`src/ltric_pkg.sv`:
```
package ltric_pkg;

  localparam int DATA_W = 32;
  localparam int CHAR_W = 8;
  localparam int DIGIT_W = 4;
  localparam int CNT_W = $clog2(DATA_W);

  // Operator and digit characters
  localparam logic [CHAR_W-1:0] CH_PLUS  = 8'h2B;
  localparam logic [CHAR_W-1:0] CH_MINUS = 8'h2D;
  localparam logic [CHAR_W-1:0] CH_STAR  = 8'h2A;
  localparam logic [CHAR_W-1:0] CH_SLASH = 8'h2F;
  localparam logic [CHAR_W-1:0] CH_CARET = 8'h5E;
  localparam logic [CHAR_W-1:0] CH_ZERO  = 8'h30;
  localparam logic [CHAR_W-1:0] CH_NINE  = 8'h39;

  typedef enum logic [2:0] {
    OP_NONE    = 3'd0,
    OP_ADD     = 3'd1,
    OP_SUB     = 3'd2,
    OP_MUL     = 3'd3,
    OP_DIV     = 3'd4,
    OP_POW     = 3'd5,
    OP_UNKNOWN = 3'd6
  } op_t;

  typedef enum logic [2:0] {
    S_IDLE,
    S_START_MID,
    S_RUN_MID,
    S_START_END,
    S_RUN_END,
    S_OUT
  } ctrl_state_t;

  // Commands from the controller to the datapath
  typedef struct packed {
    logic accept;
    logic alu_start;
    logic commit_mid;
    logic commit_end;
    logic load_out;
  } dp_cmd_t;

  // Status from the datapath to the controller
  typedef struct packed {
    logic in_digit;
    logic in_last;
    logic alu_done;
  } dp_stat_t;

  function automatic op_t decode_op(logic [CHAR_W-1:0] c);
    op_t op;
    unique case (c)
      CH_PLUS:  op = OP_ADD;
      CH_MINUS: op = OP_SUB;
      CH_STAR:  op = OP_MUL;
      CH_SLASH: op = OP_DIV;
      CH_CARET: op = OP_POW;
      default:  op = OP_UNKNOWN;
    endcase
    return op;
  endfunction

endpackage

```
`src/ltric_ifs.sv`:
```
interface ltric_char_if;
  logic                               valid;
  logic                               ready;
  logic [ltric_pkg::CHAR_W-1:0]       char_code;
  logic                               end_of_expr;

  modport source (output valid, output char_code, output end_of_expr, input ready);
  modport sink   (input valid, input char_code, input end_of_expr, output ready);
endinterface

interface ltric_result_if;
  logic                               valid;
  logic                               ready;
  logic signed [ltric_pkg::DATA_W-1:0] value;
  logic                               div_zero;

  modport source (output valid, output value, output div_zero, input ready);
  modport sink   (input valid, input value, input div_zero, output ready);
endinterface

```
`src/ltric_alu.sv`:
```
module ltric_alu (
  input  logic                         clk,
  input  logic                         rst,
  input  logic                         start,
  input  ltric_pkg::op_t               op,
  input  logic [ltric_pkg::DATA_W-1:0] a,
  input  logic [ltric_pkg::DATA_W-1:0] b,
  output logic                         done,
  output logic [ltric_pkg::DATA_W-1:0] result,
  output logic                         dz
);

  localparam int W = ltric_pkg::DATA_W;

  logic [W-1:0]                  res;
  logic [W-1:0]                  sq;
  logic [W-1:0]                  ex;
  logic [W-1:0]                  quo;
  logic [W-1:0]                  rem;
  logic [W-1:0]                  dvs;
  logic                          neg;
  logic [ltric_pkg::CNT_W-1:0]   cnt;
  logic                          mul_busy;
  logic                          div_busy;
  logic                          fix;

  logic [W-1:0]                  mul_res;
  logic [W-1:0]                  mul_sq;
  logic [W:0]                    trial;
  logic [W-1:0]                  mag_a;
  logic [W-1:0]                  mag_b;
  logic [W-1:0]                  pow_neg;

  // Shared multipliers: accumulate and square, each registered
  assign mul_res = res * sq;
  assign mul_sq  = sq * sq;

  // One restoring divide step
  assign trial = {rem, quo[W-1]} - {1'b0, dvs};

  assign mag_a = a[W-1] ? (W'(0) - a) : a;
  assign mag_b = b[W-1] ? (W'(0) - b) : b;

  // Power with a negative exponent
  always_comb begin
    if (a == W'(1)) begin
      pow_neg = W'(1);
    end else if (a == {W{1'b1}}) begin
      pow_neg = b[0] ? {W{1'b1}} : W'(1);
    end else begin
      pow_neg = '0;
    end
  end

  // Sequencing flags
  always_ff @(posedge clk) begin
    if (rst) begin
      mul_busy <= 1'b0;
      div_busy <= 1'b0;
      fix      <= 1'b0;
      done     <= 1'b0;
    end else begin
      done <= 1'b0;
      fix  <= 1'b0;
      if (start) begin
        case (op)
          ltric_pkg::OP_MUL: mul_busy <= 1'b1;
          ltric_pkg::OP_POW: begin
            if (b[W-1]) begin
              done <= 1'b1;
            end else begin
              mul_busy <= 1'b1;
            end
          end
          ltric_pkg::OP_DIV: begin
            if (b == '0) begin
              done <= 1'b1;
            end else begin
              div_busy <= 1'b1;
            end
          end
          default: done <= 1'b1;
        endcase
      end else if (mul_busy) begin
        if (ex == '0) begin
          mul_busy <= 1'b0;
          done     <= 1'b1;
        end
      end else if (div_busy) begin
        if (cnt == {ltric_pkg::CNT_W{1'b1}}) begin
          div_busy <= 1'b0;
          fix      <= 1'b1;
        end
      end else if (fix) begin
        done <= 1'b1;
      end
    end
  end

  // Operand and result registers
  always_ff @(posedge clk) begin
    if (start) begin
      dz  <= 1'b0;
      cnt <= '0;
      case (op)
        ltric_pkg::OP_NONE: res <= b;
        ltric_pkg::OP_ADD:  res <= a + b;
        ltric_pkg::OP_SUB:  res <= a - b;
        ltric_pkg::OP_MUL: begin
          res <= a;
          sq  <= b;
          ex  <= W'(1);
        end
        ltric_pkg::OP_POW: begin
          res <= b[W-1] ? pow_neg : W'(1);
          sq  <= a;
          ex  <= b;
        end
        ltric_pkg::OP_DIV: begin
          res <= '0;
          dz  <= (b == '0);
          quo <= mag_a;
          dvs <= mag_b;
          rem <= '0;
          neg <= a[W-1] ^ b[W-1];
        end
        default: res <= {W{1'b1}};
      endcase
    end else if (mul_busy) begin
      // Square-and-multiply, one exponent bit per cycle
      if (ex != '0) begin
        if (ex[0]) begin
          res <= mul_res;
        end
        sq <= mul_sq;
        ex <= ex >> 1;
      end
    end else if (div_busy) begin
      cnt <= cnt + 1'b1;
      if (!trial[W]) begin
        rem <= trial[W-1:0];
        quo <= {quo[W-2:0], 1'b1};
      end else begin
        rem <= {rem[W-2:0], quo[W-1]};
        quo <= {quo[W-2:0], 1'b0};
      end
    end else if (fix) begin
      res <= neg ? (W'(0) - quo) : quo;
    end
  end

  assign result = res;

endmodule

```
`src/ltric_dp.sv`:
```
module ltric_dp (
  input  logic                          clk,
  input  logic                          rst,
  input  logic [ltric_pkg::CHAR_W-1:0]  char_code,
  input  logic                          end_of_expr,
  input  ltric_pkg::dp_cmd_t            cmd,
  output ltric_pkg::dp_stat_t           stat,
  output logic [ltric_pkg::DATA_W-1:0]  value,
  output logic                          div_zero
);

  localparam int W = ltric_pkg::DATA_W;

  logic [W-1:0]                    acc;
  logic [W-1:0]                    operand;
  ltric_pkg::op_t                  pending;
  ltric_pkg::op_t                  new_op;
  logic                            zdiv;
  logic [W-1:0]                    out_value;
  logic                            out_dz;

  logic [ltric_pkg::CHAR_W-1:0]    digit_code;
  logic [W-1:0]                    operand_next;
  logic                            alu_done;
  logic [W-1:0]                    alu_result;
  logic                            alu_dz;

  ltric_alu u_alu (
    .clk    (clk),
    .rst    (rst),
    .start  (cmd.alu_start),
    .op     (pending),
    .a      (acc),
    .b      (operand),
    .done   (alu_done),
    .result (alu_result),
    .dz     (alu_dz)
  );

  // Decode the incoming character
  assign digit_code = char_code - ltric_pkg::CH_ZERO;
  assign operand_next = (operand << 3) + (operand << 1) + W'(digit_code[ltric_pkg::DIGIT_W-1:0]);

  assign stat.in_digit = (char_code >= ltric_pkg::CH_ZERO) && (char_code <= ltric_pkg::CH_NINE);
  assign stat.in_last  = end_of_expr;
  assign stat.alu_done = alu_done;

  // Expression state
  always_ff @(posedge clk) begin
    if (rst || cmd.load_out) begin
      acc     <= '0;
      operand <= '0;
      pending <= ltric_pkg::OP_NONE;
      zdiv    <= 1'b0;
    end else begin
      if (cmd.accept) begin
        if (stat.in_digit) begin
          operand <= operand_next;
        end
      end
      if (cmd.commit_mid) begin
        acc     <= alu_result;
        pending <= new_op;
        operand <= '0;
        zdiv    <= zdiv | alu_dz;
      end
      if (cmd.commit_end) begin
        acc  <= alu_result;
        zdiv <= zdiv | alu_dz;
      end
    end
  end

  // Hold the operator of the item until the pending one is applied
  always_ff @(posedge clk) begin
    if (cmd.accept && !stat.in_digit) begin
      new_op <= ltric_pkg::decode_op(char_code);
    end
  end

  // Output register
  always_ff @(posedge clk) begin
    if (cmd.load_out) begin
      out_value <= acc;
      out_dz    <= zdiv;
    end
  end

  assign value    = out_value;
  assign div_zero = out_dz;

endmodule

```
`src/ltric_ctrl.sv`:
```
module ltric_ctrl (
  input  logic                clk,
  input  logic                rst,
  input  logic                in_valid,
  output logic                in_ready,
  output logic                out_valid,
  input  logic                out_ready,
  input  ltric_pkg::dp_stat_t stat,
  output ltric_pkg::dp_cmd_t  cmd
);

  ltric_pkg::ctrl_state_t state;
  ltric_pkg::ctrl_state_t state_next;
  logic                   last_flag;
  logic                   out_valid_next;

  // State register
  always_ff @(posedge clk) begin
    if (rst) begin
      state     <= ltric_pkg::S_IDLE;
      last_flag <= 1'b0;
      out_valid <= 1'b0;
    end else begin
      state     <= state_next;
      out_valid <= out_valid_next;
      if (cmd.accept) begin
        last_flag <= stat.in_last;
      end
    end
  end

  // Next state
  always_comb begin
    state_next = state;
    unique case (state)
      ltric_pkg::S_IDLE: begin
        if (in_valid) begin
          if (!stat.in_digit) begin
            state_next = ltric_pkg::S_START_MID;
          end else if (stat.in_last) begin
            state_next = ltric_pkg::S_START_END;
          end
        end
      end
      ltric_pkg::S_START_MID: state_next = ltric_pkg::S_RUN_MID;
      ltric_pkg::S_RUN_MID: begin
        if (stat.alu_done) begin
          state_next = last_flag ? ltric_pkg::S_START_END : ltric_pkg::S_IDLE;
        end
      end
      ltric_pkg::S_START_END: state_next = ltric_pkg::S_RUN_END;
      ltric_pkg::S_RUN_END: begin
        if (stat.alu_done) begin
          state_next = ltric_pkg::S_OUT;
        end
      end
      ltric_pkg::S_OUT: begin
        if (!out_valid || out_ready) begin
          state_next = ltric_pkg::S_IDLE;
        end
      end
      default: state_next = ltric_pkg::S_IDLE;
    endcase
  end

  // Outputs
  always_comb begin
    cmd      = '0;
    in_ready = 1'b0;
    unique case (state) inside
      ltric_pkg::S_IDLE: begin
        in_ready   = 1'b1;
        cmd.accept = in_valid;
      end
      ltric_pkg::S_START_MID, ltric_pkg::S_START_END: cmd.alu_start = 1'b1;
      ltric_pkg::S_RUN_MID: cmd.commit_mid = stat.alu_done;
      ltric_pkg::S_RUN_END: cmd.commit_end = stat.alu_done;
      ltric_pkg::S_OUT:     cmd.load_out   = !out_valid || out_ready;
      default: ;
    endcase
  end

  // Result valid: set on load, drop when taken
  always_comb begin
    if (cmd.load_out) begin
      out_valid_next = 1'b1;
    end else if (out_ready) begin
      out_valid_next = 1'b0;
    end else begin
      out_valid_next = out_valid;
    end
  end

endmodule

```
`src/left_to_right_integer_calculator.sv`:
```
// A digit item extends the operand. An operator item applies the pending operator: + - and
// unknown codes directly, * by one multiply, / by a restoring divide (one quotient bit per
// cycle, then a sign fix; not on a zero divisor) and ^ by square-and-multiply over the
// exponent bits (not for a negative exponent). A last item then runs the pending operator on
// the final operand and loads the result register, which waits while an earlier result is
// untaken. One item in work at a time; reset (rst, synchronous, active high) clears state and valid.
module left_to_right_integer_calculator (
  input  logic           clk,
  input  logic           rst,
  ltric_char_if.sink     chars,
  ltric_result_if.source results
);

  ltric_pkg::dp_cmd_t                cmd;
  ltric_pkg::dp_stat_t               stat;
  logic [ltric_pkg::DATA_W-1:0]      value;

  ltric_ctrl u_ctrl (
    .clk       (clk),
    .rst       (rst),
    .in_valid  (chars.valid),
    .in_ready  (chars.ready),
    .out_valid (results.valid),
    .out_ready (results.ready),
    .stat      (stat),
    .cmd       (cmd)
  );

  ltric_dp u_dp (
    .clk         (clk),
    .rst         (rst),
    .char_code   (chars.char_code),
    .end_of_expr (chars.end_of_expr),
    .cmd         (cmd),
    .stat        (stat),
    .value       (value),
    .div_zero    (results.div_zero)
  );

  assign results.value = value;

  // Commit only a finished operation
  a_commit_done: assert property (@(posedge clk) disable iff (rst)
    (cmd.commit_mid || cmd.commit_end) |-> stat.alu_done)
    else $error("commit without a finished operation");

  // Take no item while an operation runs
  a_busy_no_accept: assert property (@(posedge clk) disable iff (rst)
    cmd.alu_start |=> !chars.ready)
    else $error("input ready while an operation runs");

  // Never overwrite a result that waits to be taken
  a_load_free: assert property (@(posedge clk) disable iff (rst)
    cmd.load_out |-> (!results.valid || results.ready))
    else $error("result register overwritten");

  // A new result appears only after a load
  a_valid_rise: assert property (@(posedge clk) disable iff (rst)
    $rose(results.valid) |-> $past(cmd.load_out))
    else $error("result valid without a load");

endmodule

```
`src/flat_wrapper.sv`:
```
// flat-port wrapper written by rule: the top's interface ports become plain ports
module left_to_right_integer_calculator_flat 
  (clk, rst, chars_valid, chars_char_code, chars_end_of_expr, chars_ready, results_valid, results_value, results_div_zero, results_ready);
  ltric_char_if chars_i ();
  ltric_result_if results_i ();
  input  logic clk;
  input  logic rst;
  input wire logic [$bits(chars_i.valid)-1:0] chars_valid;
  input wire logic [$bits(chars_i.char_code)-1:0] chars_char_code;
  input wire logic [$bits(chars_i.end_of_expr)-1:0] chars_end_of_expr;
  output wire logic [$bits(chars_i.ready)-1:0] chars_ready;
  output wire logic [$bits(results_i.valid)-1:0] results_valid;
  output wire logic [$bits(results_i.value)-1:0] results_value;
  output wire logic [$bits(results_i.div_zero)-1:0] results_div_zero;
  input wire logic [$bits(results_i.ready)-1:0] results_ready;
  assign chars_i.valid = chars_valid;
  assign chars_i.char_code = chars_char_code;
  assign chars_i.end_of_expr = chars_end_of_expr;
  assign chars_ready = chars_i.ready;
  assign results_valid = results_i.valid;
  assign results_value = results_i.value;
  assign results_div_zero = results_i.div_zero;
  assign results_i.ready = results_ready;
  left_to_right_integer_calculator u_core (.clk(clk), .rst(rst), .chars(chars_i), .results(results_i));
endmodule
```
`config.mk`:
```
export PLATFORM = sky130hd
export DESIGN_NAME = left_to_right_integer_calculator_flat
export DESIGN_NICKNAME = d
export VERILOG_FILES = /design/src/ltric_pkg.sv /design/src/ltric_ifs.sv /design/src/ltric_alu.sv /design/src/ltric_dp.sv /design/src/ltric_ctrl.sv /design/src/left_to_right_integer_calculator.sv /design/src/flat_wrapper.sv
export SDC_FILE = /design/constraint.sdc
export NUM_CORES = 2
export LEC_CHECK = 0
export BUFFER_PORTS_ARGS = -buffer_cell sky130_fd_sc_hd__buf_2
export CORE_MARGIN = 3
export CORE_UTILIZATION = 45
export CTS_BUF_LIST = sky130_fd_sc_hd__clkbuf_2 sky130_fd_sc_hd__clkbuf_4 sky130_fd_sc_hd__clkbuf_8
export DETAILED_ROUTE_END_ITERATION = 10
export PLACE_DENSITY = 0.73
export SLEW_MARGIN = 20
export SYNTH_ARGS = -nofsm -noshare
export SYNTH_HDL_FRONTEND = slang
export SYNTH_HIERARCHICAL = 1
export SYNTH_SLANG_ARGS = --single-unit
export TNS_END_PERCENT = 5
```
`constraint.sdc`:
```
create_clock -name clk -period 7.5 [get_ports clk]
set_input_delay 0 -clock clk [delete_from_list [all_inputs] [get_ports clk]]
set_output_delay 0 -clock clk [all_outputs]
set_load 0.02 [all_outputs]
```
Word-level counts from Yosys, hierarchy flattened
Index checks and enable logic that the tools add are counted.
W data, S select, Z words.
{ "classes": {"magnitude_cmp": 2, "n_addsub": 10, "n_reduce_logical": 29, "bitwise_logic": 4, "multipliers": 2, "eq_ne": 31, "n_mux": 73} }
{ "op_table": {"columns": ["cell", "count"], "rows": [
  ["$mux W32", 29],
  ["$pmux W32 S6", 1],
  ["$pmux W32 S2", 2],
  ["$sub A1 B32 Y32 const A", 3],
  ["$add A32 B32 Y32", 2],
  ["$logic_not A32 Y1", 2],
  ["$mul A32 B32 Y32", 2],
  ["$sub A33 B32 Y33", 1],
  ["$add A32 B4 Y32", 1],
  ["$eq A32 B1 Y1 const B", 1],
  ["$eq A32 B32 Y1 const B", 1],
  ["$eq A8 B6 Y1 const B", 4],
  ["$reduce_bool A32 Y1", 1],
  ["$sub A32 B32 Y32", 1],
  ["$mux W31", 1],
  ["$mux W1", 29],
  ["$mux W3", 6],
  ["$pmux W3 S6", 1],
  ["$pmux W3 S5", 1],
  ["$eq A3 B2 Y1 const B", 4],
  ["$eq A3 B3 Y1 const B", 4],
  ["$ne A2 B2 Y1 const B", 6],
  ["$reduce_bool A2 Y1", 5],
  ["$ne A3 B3 Y1 const B", 3],
  ["other kinds (27)", 40]
]} }
{ "word_totals": {"register_bits": 312} }

Longest topological paths before layout
{ "depth": {"word_depth": 6, "depth_mapped": 30, "depth_no_buf": 28} }

Modules after synthesis
Netlist, hierarchy kept.
{ "modules_own_cells": {"columns": ["mod", "n_inst", "area_each_um2", "cells_per_inst", "seq_area_each_um2"], "rows": [
  ["ltric_alu", 1, 43842.0, 4800, 6005.8],
  ["ltric_dp", 1, 5420.2, 596, 2442.3],
  ["ltric_ctrl", 1, 341.6, 40, 100.1]
]} }

Worst setup path after synthesis
Ideal clock, no wire load.
{ "synth_timing": {"path_kind": "flip-flop to flip-flop", "start": "register u_core.u_dp.u_alu.sq[5]", "end": "register u_core.u_dp.u_alu.sq[30] (data pin)", "n_path_buf": 2, "t_arrival_ns": 7.313, "setup_time_ns": 0.268, "slack_ns": -0.081, "path_stages_with_launch": 28, "cell_sequence": "edfxtp_1 clkbuf_1 clkbuf_1 nand2_1 fa_1 inv_1 fa_1 fa_1 inv_1 fa_1 inv_1 ha_1 ha_1 inv_1 fa_1 fa_1 inv_1 ha_1 a21o_1 a2111oi_0 a21oi_1 a21o_1 a221o_1 a311oi_1 o2111ai_1 a21oi_1 xor2_1 o21ai_0"} }
{ "synth_via": {"elab_chain_cells": 4} }
{ "synth_lines": {"columns": ["item", "line_no", "text"], "rows": [
  ["from (decl)", "ltric_alu.sv:16", "logic [W-1:0] sq;"],
  ["from (signal assigned)", "ltric_alu.sv:135", "sq <= mul_sq;"],
  ["$mul A32 B32 Y32", "ltric_alu.sv:36", "assign mul_sq = sq * sq;"],
  ["$mux W32", "ltric_alu.sv:131", "if (ex != '0) begin"],
  ["$mux W32", "ltric_alu.sv:129", "end else if (mul_busy) begin"],
  ["$mux W32", "ltric_alu.sv:102", "if (start) begin"]
]} }
No other way between the ends. The select of a mux whose other input is x is not followed.
A chain may end at the register's enable or synchronous reset.

Final worst setup path
{ "layout_timing": {"start": "register u_core.u_dp.u_alu.sq[4]", "end": "register u_core.u_dp.u_alu.res[31], in the netlist u_core/u_dp/u_alu/result[31] (data pin)"} }
{ "layout_via": {"elab_chain_cells": 5} }
{ "layout_lines": {"columns": ["item", "line_no", "text"], "rows": [
  ["$mul A32 B32 Y32", "ltric_alu.sv:35", "assign mul_res = res * sq;"],
  ["$mux W32", "ltric_alu.sv:132", "if (ex[0]) begin"],
  ["$mux W32", "ltric_alu.sv:131", null],
  ["$mux W32", "ltric_alu.sv:129", null],
  ["$mux W32", "ltric_alu.sv:102", null],
  ["to (signal assigned)", "ltric_alu.sv:107", "ltric_pkg::OP_ADD: res <= a + b;"],
  ["to (signal assigned)", "ltric_alu.sv:108", "ltric_pkg::OP_SUB: res <= a - b;"],
  ["to (signal assigned)", "ltric_alu.sv:133", "res <= mul_res;"],
  ["to (decl)", "ltric_alu.sv:15", "logic [W-1:0] res;"]
]} }
No other way between the ends. The select of a mux whose other input is x is not followed.

==> run metrics <==
CTS Root Cell=clkbuf_8; post-synth cell types=85; Post-layout nets=approximately 6700; Crit path arrival time=8020 ps; routability cong.=between 0.9 and 1; cells on worst reg2reg path=27; CP Capture Type=register; hpwl dp=111000 um; core area=109000 sq um; leading cell type in the layout, fill and taps excluded=inv_1; R2R Path End=u_core/u_dp/u_alu/result[31]; internal reg-to-reg setup slack=-140 ps; DR iter-0 viols=between 3000 and 4000; Hold Crit Depth=4; Worst path slowest cell=fa_1; crit path time final=roughly 7600 ps; most frequent cells in the layout=inv_1, fa_1, nand2_1; number of I/O pins=48; achievable clock frequency=around 130 MHz; CP Launch Type=register; Worst-Margin Slew=~1000 ps; outcome=finished, violations left; DRT Pass-1 Iters=6; Slew HR=0.302; Final ANT Viol Nets=0; Netlist Area Pre-Place=49600 sq um; Synth area leader=fa_1; DIE AREA=about 110000 sq um; WP buf/inv=7; area grow syn2layout=9.81%; cell count after placement=just under 7000; Sink Count=about 310; clk buf depth=3; number of synthesized flops with an enable pin=230; Vias/cell=around 5.6; CTS buffer count=54; post-synthesis async set-or-reset flop share=0; clk_lat worst skew=about 700 ps; Synth Instances=roughly 5400; vias in the first global route=40100; Syn Area/Cell=about 9.1 sq um; Std-Cell Rows=about 120; share of cells above drive strength 1=0.0880; per-cell routed wire length=20.4 um; Worst Setup Path Type=register to register; global route overflow=0; Layout Skew=40.4 ps; Layout Cells excl Fill=approximately 7000; Seq/Total Area, Yosys=0.172; Setup crit start=u_core/u_dp/u_alu/sq[4]; Post-Synthesis Net Count=~6600; Initial Utilization=0.454; Critical Path Fanout Max=4; hold worst-path end=u_core/u_dp/new_op[0]; total wire length=~140000 um; H-tree depth=2; number of synthesized register bits=around 310; yosys warns=6; Worst Path Required=7880 ps; initial antenna violation count=3; failing checks=negative setup slack; main area contributors after synthesis=fa_1, edfxtp_1, ha_1; DIE WIDTH=338 um; CP top delay family=adder cells; final worst setup slack=-139 ps; final worst-path cycle share=1.02; worst hold margin=67.7 ps; first-pass GRT wire length=between 200000 and 250000 um; chip height=338 um; Main synth FF type=edfxtp_1; RSZ-0062 raised after global routing=true; Worst path max stage delay=between 500 and 600 ps; largest net degree at the start of global routing=between 80 and 90; fillers=between 9000 and 10000; final hold vios=0; Final Max Tran Viols=0; Clk pin slew, worst setup/hold paths=60 ps; Yosys top cell area share=0.314; PortBufs=47; Post-route DRC=0; Final setup viols=2; Critical R2R Launch=u_core/u_dp/u_alu/sq[4]; via count=slightly below 40000; Hold Crit Class=input port to register; CTS tree=built; # Max-Cap Violations=0; cell mode on critical path=fa_1; gr usage total=0.251; critical hold path startpoint=chars_char_code[5]
[stage by stage]
stage,cell area [sq um],util,setup TNS (ps),setup slack (ps)
after floorplan,49600,-,0,22.6
after global routing,54500,0.499,-2180,-270
after CTS,53600,0.491,-135,-71.1
final,54500,0.499,-204,-139
after global placement,52200,0.478,-154,-79.9
after detailed placement,52200,0.478,-488,-143
[layer usage]
| metal | part of all wire | vias up | GRT usage |
|---|---|---|---|
| met2 | 0.46 | 1923 | 0.407 |
| met1 | 0.40 | 19400 | 0.340 |
| met5 | 0.00026 | - | 0 |
| met4 | 0.038 | 6 | 0.0875 |
| met3 | 0.094 | 333 | 0.0430 |
| li1 | - | 17400 | - |
[state kept, by name, summed over array words and instances (netlist names), 3 cells and up]
register / flops
u_core/u_dp/u_alu/rem: 32
u_core/u_dp/u_alu/sq: 32
u_core/u_dp/u_alu/dvs: 32
u_core/u_dp/acc: 32
u_core/u_dp/pending: 3
u_core/u_dp/operand: 32
u_core/u_dp/u_alu/cnt: 5
u_core/u_dp/u_alu/result: 32
u_core/u_dp/value: 32
u_core/u_dp/u_alu/ex: 32
u_core/u_ctrl/state: 3
u_core/u_dp/u_alu/quo: 32
u_core/u_dp/new_op: 3
[cells by family (layout without fill, tap and decap cells)]
group | count (synthesis) | count (layout) | synth area share
AOI/OAI and AO/OA | 758 | 758 | 0.0976
and+or+nand+nor | 1641 | 1641 | 0.163
xor gates and xnor gates | 321 | 321 | 0.0567
adders and majority gates | 1157 | 1157 | 0.410
other | 0 | 2 | 0
buffers and inverters | 1203 | 1313 | 0.0920
muxes | 44 | 44 | 0.00890
DFF | 312 | 312 | 0.172
[worst reg2reg max path, delay by kind of cell, from the launching register on]
kind	cells	cell delay, ps
adders and majority gates	9	4290
buffers and inverters	7	680
AOI/OAI and AO/OA	5	790
and+or+nand+nor	5	850
xor gates and xnor gates	1	250
DFF	1	500
[worst max-delay path by stage]
stage | end | cells past startpoint
6_report | u_core/u_dp/u_alu/result[31] | 27
5_1_grt | u_core/u_dp/u_alu/result[31] | 27
4_1_cts | u_core/u_dp/u_alu/result[31] | 25
3_5_place_dp | u_core/u_dp/u_alu/sq[30] | 26
3_3_place_gp | u_core/u_dp/u_alu/result[31] | 25
2_1_floorplan | u_core/u_dp/u_alu/sq[30] | 27
[final cells by class]
type                    count  area [sq um]  area share
multi-input cells        3921         36900       0.677
clock inverters            28           339     0.00623
well taps                1476          1850      0.0339
diodes                      2          5.00   0.0000919
clock buffers              74           925      0.0170
inverters                 906          3400      0.0624
repair buffers            305          2510      0.0461
flip-flops and latches    312          8550       0.157
[Yosys cell counts (all sizes together), types with 6 or more instances]
cell type  instances
inv              906
fa               779
nand2            660
and2             444
ha               378
clkbuf           265
edfxtp           230
a21oi            222
nor2             214
xnor2            185
o21ai            175
xor2             136
dfxtp             82
nand3             78
a21o              72
mux2i             43
a31oi             41
nand2b            39
o31ai             38
a211oi            33
buf               32
nor3              32
a221oi            31
nor2b             31
or3               30
o21a              29
nand4             27
or4               20
o41ai             19
o21bai            15
and3              14
nor4              13
or2               11
o211ai            10
a21boi             9
a311oi             6
nor4b              6
o22ai              6
o31a               6
[timing repair]
action	4_1_cts	5_1_grt
gates resized for setup	7	81
setup endpoints to repair	6	22
buffers inserted	0	42
pin swaps	2	77
endpoints found under the hold margin	18	0
hold buffers	15	0
cloned	0	6
Power is left out: the tool's default activity adds up to more than one toggle a clock period on the data nets, which glitch-free logic cannot reach.
